[src/hw/rtl/rvmie_pkg.sv]
// shared types, constants and codes for the register machine execute block
`default_nettype none
package rvmie_pkg;
   localparam int REG_COUNT_DEFAULT   = 16;
   localparam int STACK_DEPTH_DEFAULT = 256;
   localparam logic [31:0] BAD_OPERAND = 32'h4000_0000;
   localparam logic [31:0] HEAP_BIT    = 32'h8000_0000;

   localparam logic [3:0] KIND_NONE     = 4'h0;
   localparam logic [3:0] KIND_LITERAL  = 4'h1;
   localparam logic [3:0] KIND_REGISTER = 4'h2;
   localparam logic [3:0] KIND_ADDRESS  = 4'h3;

   localparam logic [2:0] ST_RUN       = 3'd0;
   localparam logic [2:0] ST_HALT      = 3'd1;
   localparam logic [2:0] ST_OPERAND   = 3'd2;
   localparam logic [2:0] ST_OVERFLOW  = 3'd3;
   localparam logic [2:0] ST_UNDERFLOW = 3'd4;
   localparam logic [2:0] ST_DIVZERO   = 3'd5;

   localparam logic [4:0] ACT_NOOP = 5'd0;
   localparam logic [4:0] ACT_PUSH = 5'd1;
   localparam logic [4:0] ACT_POP  = 5'd2;
   localparam logic [4:0] ACT_SET  = 5'd3;
   localparam logic [4:0] ACT_SWAP = 5'd4;
   localparam logic [4:0] ACT_ADD  = 5'd5;
   localparam logic [4:0] ACT_SUB  = 5'd6;
   localparam logic [4:0] ACT_MULT = 5'd7;
   localparam logic [4:0] ACT_DIV  = 5'd8;
   localparam logic [4:0] ACT_MOD  = 5'd9;
   localparam logic [4:0] ACT_CALL = 5'd10;
   localparam logic [4:0] ACT_RET  = 5'd11;
   localparam logic [4:0] ACT_CMP  = 5'd12;
   localparam logic [4:0] ACT_JMP  = 5'd13;
   localparam logic [4:0] ACT_JZ   = 5'd14;
   localparam logic [4:0] ACT_JNZ  = 5'd15;
   localparam logic [4:0] ACT_JE   = 5'd16;
   localparam logic [4:0] ACT_JNE  = 5'd17;
   localparam logic [4:0] ACT_JGT  = 5'd18;
   localparam logic [4:0] ACT_JGTE = 5'd19;
   localparam logic [4:0] ACT_JLT  = 5'd20;
   localparam logic [4:0] ACT_JLTE = 5'd21;
   localparam logic [4:0] ACT_HALT = 5'd22;

   // datapath operation chosen by the controller
   typedef enum logic [3:0] {
      OP_IDLE, OP_DECODE, OP_EXEC, OP_MUL, OP_DIV_START, OP_DIV_STEP,
      OP_CALL_PUSH, OP_CALL_FINISH, OP_RET_POP, OP_RET_WAIT, OP_RET_FINISH,
      OP_POP_WAIT, OP_POP_FINISH
   } dp_op_type;

   // command from controller to datapath
   typedef struct packed {
      dp_op_type op;
      logic      load;
   } dp_cmd_type;

   // decode outcome reported back by the datapath
   typedef enum logic [2:0] {
      SEQ_SIMPLE, SEQ_MUL, SEQ_DIV, SEQ_CALL, SEQ_RET, SEQ_POP
   } seq_kind_type;

   typedef struct packed {
      seq_kind_type kind;
      logic         div_done;
      logic         call_last;
      logic         ret_last;
   } dp_status_type;
endpackage
`default_nettype wire

[src/hw/rtl/rvmie_ctrl.sv]
// controller state machine sequencing one instruction at a time
`default_nettype none
module rvmie_ctrl
   import rvmie_pkg::*;
(
   input  wire logic          clock,
   input  wire logic          reset,
   input  wire logic          req_fire,
   input  wire logic          rsp_free,
   input  wire dp_status_type stat,
   output logic               req_ready,
   output logic               rsp_load,
   output dp_cmd_type         cmd
);
   typedef enum logic [3:0] {
      S_IDLE, S_DECODE, S_EXEC, S_MUL, S_DIV_STEP, S_CALL, S_CALL_FIN,
      S_RET, S_RET_WAIT, S_RET_FIN, S_POP_WAIT, S_POP_FIN, S_OUT
   } state_type;

   state_type state_ff, state_in;

   // next state
   always_comb begin
      state_in = state_ff;
      case (state_ff)
         S_IDLE:     if (req_fire) state_in = S_DECODE;
         S_DECODE: begin
            case (stat.kind)
               SEQ_MUL:  state_in = S_MUL;
               SEQ_DIV:  state_in = S_DIV_STEP;
               SEQ_CALL: state_in = S_CALL;
               SEQ_RET:  state_in = S_RET;
               SEQ_POP:  state_in = S_POP_WAIT;
               default:  state_in = S_EXEC;
            endcase
         end
         S_DIV_STEP: if (stat.div_done) state_in = S_EXEC;
         S_MUL:      state_in = S_EXEC;
         S_CALL:     if (stat.call_last) state_in = S_CALL_FIN;
         S_CALL_FIN: state_in = S_OUT;
         S_RET:      if (stat.ret_last) state_in = S_RET_WAIT;
         S_RET_WAIT: state_in = S_RET_FIN;
         S_RET_FIN:  state_in = S_OUT;
         S_POP_WAIT: state_in = S_POP_FIN;
         S_POP_FIN:  state_in = S_OUT;
         S_EXEC:     state_in = S_OUT;
         S_OUT:      if (rsp_free) state_in = S_IDLE;
         default:    state_in = S_IDLE;
      endcase
   end

   // command decode
   always_comb begin
      cmd.load = req_fire;
      case (state_ff)
         S_DECODE:   cmd.op = (stat.kind == SEQ_DIV) ? OP_DIV_START : OP_DECODE;
         S_DIV_STEP: cmd.op = OP_DIV_STEP;
         S_MUL:      cmd.op = OP_MUL;
         S_EXEC:     cmd.op = OP_EXEC;
         S_CALL:     cmd.op = OP_CALL_PUSH;
         S_CALL_FIN: cmd.op = OP_CALL_FINISH;
         S_RET:      cmd.op = OP_RET_POP;
         S_RET_WAIT: cmd.op = OP_RET_WAIT;
         S_RET_FIN:  cmd.op = OP_RET_FINISH;
         S_POP_WAIT: cmd.op = OP_POP_WAIT;
         S_POP_FIN:  cmd.op = OP_POP_FINISH;
         default:    cmd.op = OP_IDLE;
      endcase
   end

   assign req_ready = (state_ff == S_IDLE);
   assign rsp_load  = (state_ff == S_OUT) && rsp_free;

   // state register
   always_ff @(posedge clock) begin
      if (reset) begin
         state_ff <= S_IDLE;
      end else begin
         state_ff <= state_in;
      end
   end
endmodule
`default_nettype wire

[config.mk]
export PLATFORM = sky130hd
export DESIGN_NAME = rvmie_ctrl
export DESIGN_NICKNAME = d
export VERILOG_FILES = /design/src/hw/rtl/rvmie_pkg.sv /design/src/hw/rtl/rvmie_ctrl.sv
export SDC_FILE = /design/constraint.sdc
export NUM_CORES = 1
export LEC_CHECK = 0
export BUFFER_PORTS_ARGS = -buffer_cell sky130_fd_sc_hd__buf_4
export CORE_AREA = 2 2 39 41
export DETAILED_ROUTE_END_ITERATION = 10
export DIE_AREA = 0 0 41 43
export PLACE_DENSITY = 0.76
export SYNTH_ARGS = -nofsm -noshare
export SYNTH_HDL_FRONTEND = slang
export SYNTH_SLANG_ARGS = --single-unit
[constraint.sdc]
create_clock -name clock -period 2.72 [get_ports clock]
set_input_delay 0 -clock clock [delete_from_list [all_inputs] [get_ports clock]]
set_output_delay 0 -clock clock [all_outputs]
set_load 0.01 [all_outputs]
# ---- Word-level counts from Yosys, hierarchy flattened
# Index checks and enable logic that the tools add are counted.
dict set report word_totals {
  register_bits 4
  latchBits 0
  ram_bits 0
  rom_bits 0
  in_bits 10
  out_inout_bits 7
  wordCells 36
  memories 0
}
dict set report classes {
  add_sub_neg 0
  multipliers 0
  div_mod_pow 0
  magnitude_cmp 0
  n_eq_ne 22
  n_shift 0
  mux 9
  n_bitwise 0
  n_reduce_logical 4
}
# operator n
set ops {}
lappend ops {{4-bit case mux with 11 select lines} 1}
lappend ops {{4-bit case mux with 10 select lines} 1}
lappend ops {{4-bit equality test, second input constant} 5}
lappend ops {{4-bit two-way mux} 5}
lappend ops {{4-bit case mux with 5 select lines} 1}
lappend ops {{4-bit by 3-bit equality test with 1-bit output, second input constant} 4}
lappend ops {{2-bit != test, second input constant} 5}
lappend ops {{4-bit by 2-bit equality test with 1-bit output, second input constant} 2}
lappend ops {{3-bit by 2-bit equality test with 1-bit output, second input constant} 2}
lappend ops {{3-bit equality test, second input constant} 2}
lappend ops {{5-bit AND reduction} 1}
lappend ops {{4-bit by 1-bit equality test with 1-bit output, second input constant} 1}
lappend ops {{4-bit logical NOT} 1}
lappend ops {{4-bit OR reduction} 1}
lappend ops {{3-bit by 1-bit equality test with 1-bit output, second input constant} 1}
lappend ops {{3-bit two-way mux} 1}
lappend ops {{1-bit logical AND} 1}

# ---- Depth between registers and ports, before layout
dict set report depth {
  depth_word 3
  ltp_mapped 6
  depth_no_buf 6
}

# ---- Least setup slack after synthesis
# Ideal clock, no wire load.
dict set report synth_path {
  kind {register to register}
  start {reg state_ff[0]}
  end {reg state_ff[2]}
  setup_time_ns 0.128
  t_arrival_ns 1.305
  required_time_ns 2.592
  setup_slack_ns 1.287
  path_stages_with_launch 6
  path_buffers 1
  synth_period_minus_slack_ns 1.433
  path_cell_list {dfxtp_1 > buf_6 > or4_4 > a21oi_4 > a21o_1 > a31oi_2}
}
dict set report synth_via {
  elab_chain_len 3
  word_cells_on_any_way 21
}
# item line_no
set synth_lines {}
lappend synth_lines {{start, declared} rvmie_ctrl.sv:20} ;# state_type state_ff, state_in;
lappend synth_lines {{start signal, assigned} rvmie_ctrl.sv:79} ;# state_ff <= state_in;
lappend synth_lines {{4-bit equality test (tied with other cells)} rvmie_ctrl.sv:25} ;# case (state_ff)
lappend synth_lines {{4-bit OR reduction (no source line) / 2-bit != test (equally long branches)} --}
lappend synth_lines {{4-bit case mux with 10 select lines / 5-bit AND reduction (equally long branches)} --}
# Parallel ways exist; a longest one is shown, timed or not.
# A chain may end at the register's enable or synchronous reset.

==> run_results.csv <==
group,metric,value,unit
logic_synthesis,synth_warnings,0,
final_layout,area_growth,24.25,%
clock_network,cts_buffer_depth,2,
clock_network,path_clk_slew,0.04,ns
logic_synthesis,synth_area_per_cell,7.967,um^2
clock_network,clock-sinks,4,
logic_synthesis,syn-cell-area,541.8,um^2
timing,finalCritPeriodShare,63.86,%
final_layout,regMostFlops,"state_ff",
logic_synthesis,synth_ff_type,"dfxtp_1",
grt,grt_pass1_vias,490,
min_path,hp-class,"input pin to flop",
routing,finalWirelength,1.205,mm
timing,setup_viol,0,
routing,detail-route-antenna-nets,0,
die,initial_core_util,39.15,%
clock_network,cts-root-buf,"clkbuf_4",
placement,place_area,640.6,um^2
die,rows,14,
placement,post-place-ws,1.078,ns
worst_setup_path,end_kind,"output port",
timing,tns,0,ns
routing,drtIter0Drc,11,
routing,viasPerCell,5.691,
logic_synthesis,yosysUniqueCellTypes,44,
status,status,"completed",
logic_synthesis,seq_area_frac_synth,14.78,%
placement,port-buffer-count,16,
timing,report.final.slew_viol_count,0,
grt,grt_pass1_wl,1.987,mm
final_layout,n_antenna_cell,0,
timing,rsz0062_at_grt,"false",
placement,place_congestion,0.7162,
clock_network,numCtsBuffers,3,
grt,overflow,0,
logic_synthesis,synthArstFlopShare,0,%
timing,hold_viol,0,
routing,vias,552,
logic_synthesis,syn-num-nets,79,
final_layout,reg.largest.list,"state_ff (4)",
grt,grt_usage,15.62,%
timing,max_slew_margin,59.05,%
worst_setup_path,cp_max_fo,16,
worst_setup_path,worstSetupStartpointType,"flop",
timing,setup_slack,0.9831,ns
routing,wl_per_cell,12.42,um
clock_network,cts_resized,0,
logic_synthesis,synth_edf_count,0,
grt,grt_max_degree,20,
logic_synthesis,synth_seq_cells,4,
routing,first_pass_iters,4,
worst_setup_path,crit_required,2.72,ns
timing,fmax,0.5757,GHz
logic_synthesis,synth_cells,68,
routing,drc,0,
clock_network,htreeDepth,1,
die,die_w,41,um
timing,tightest_slew,0.6134,ns
power,ir_worst_vdd,0.3751,mV
final_layout,largest_reg_flops,4,
worst_setup_path,timing.critical_path.arrival,1.74,ns
die,core_area,1384,um^2
die,die_h,43,um
job,max_cap_viol_count,0,
final_layout,fin_nets,94,
die,dieArea,1763,um^2
clock_network,cts_tree,"built",
power,powerDensity,873.7,nW/um^2
final_layout,drive_gt1_share,34.57,%
power,p_leak,0.2514,nW
timing,fin_crit,1.737,ns
placement,dpl.hpwl,901,um
final_layout,design_area,673.1,um^2
die,ios,17,
worst_setup_path,path_class,"flop to output port",
grt,antenna_found_initial,0,
clock_network,clk_latency,0.23,ns
timing,finClkSkew,0.0008125,ns
[cell usage in the layout, fill, tap and decap left out, types with 2 or more instances in the layout]
cell,n
a2bb2oi_1,2
nor2b_1,4
mux2_2,2
nor4_1,2
clkbuf_4,3
dfxtp_1,4
buf_4,16
a21boi_0,2
nand2_1,6
inv_1,2
a21oi_1,2
or2b_1,2
o21ai_0,4
nor2_1,2
[cell type report]
type                    instances  area [um^2]
fillers                       146        710.7
multi-input cells              55        412.9
repair buffers                 17        130.1
flip-flops and latches          4        80.08
clock buffers                   3        22.52
well taps                      16        20.02
inverters                       2        7.507
[critical path, cell delays in order (launching register included)]
cell	delay, ns
dfxtp_1	0.70
nor2b_1	0.27
nand2_1	0.10
a21boi_0	0.19
a31o_2	0.13
buf_4	0.11
[Yosys cell counts (2+ instances only)]
cell type / instances / area (um^2)
nor2_1: 2 / 7.510
or2b_1: 2 / 15.01
nor2b_1: 4 / 25.02
inv_1: 2 / 7.510
dfxtp_1: 4 / 80.08
mux2_2: 2 / 22.52
a21oi_1: 2 / 10.01
a21boi_0: 2 / 15.01
o21ai_0: 4 / 20.02
nand2_1: 6 / 22.52
a2bb2oi_1: 2 / 17.52
nor4_1: 2 / 12.51
buf_2: 3 / 15.01
[power by group]
group	internal [mW]	total [mW]	switching (mW)	leakage [nW]
sequential	0.0802	0.173	0.0927	0.0329
combinational	0.203	0.342	0.139	0.205
clock	0.0494	0.0735	0.0241	0.0138
[stage by stage]
stage | hold WS, ns | power, mW | util [%] | instances
5_1_grt | 0.07594 | 0.6352 | 48.64 | 97
3_3_place_gp | 0.1873 | 0.5065 | 46.29 | 93
3_5_place_dp | 0.1899 | 0.5145 | 46.29 | 93
2_1_floorplan | 0.06907 | 0.4189 | - | 68
4_1_cts | 0.07205 | 0.5924 | 48.64 | 97
6_report | 0.07847 | 0.5881 | 48.64 | 97
[cells by family (layout without fill, tap and decap cells)]
kind of cell,after synthesis,in the layout,synth area share [%]
AOI/OAI and AO/OA,22,22,33.49
xor gates and xnor gates,2,2,3.234
adders and majority gates,1,1,2.309
buffers and inverters,9,22,9.006
DFF,4,4,14.78
muxes,3,3,6.004
and+or+nand+nor,27,27,31.18
[metal layers]
layer | wire length (um) | part of all wire, % | track usage (%) | up-vias
met2 | 585 | 49 | 23.75 | 9
met1 | 587 | 49 | 21.66 | 260
met5 | 0 | 0 | 0 | -
li1 | - | - | - | 283
met3 | 31 | 2.6 | 0 | 0
met4 | 0 | 0 | 8.000 | 0
[final timing paths]
check,start,endpoint,slack (ns),cells past startpoint
worst max-delay path,state_ff[3],cmd[3],0.98,5
worst min-delay path,rsp_free,state_ff[3],0.08,4
worst min register to register,state_ff[3],state_ff[3],0.73,2
worst max register to register,state_ff[3],state_ff[0],1.06,3
[repair_timing]
action	4_1_cts	5_1_grt
hold buffers	1	0
hold endpoints to repair	1	0
setup buffers	0	0
(Power assumes the default switching activity.)
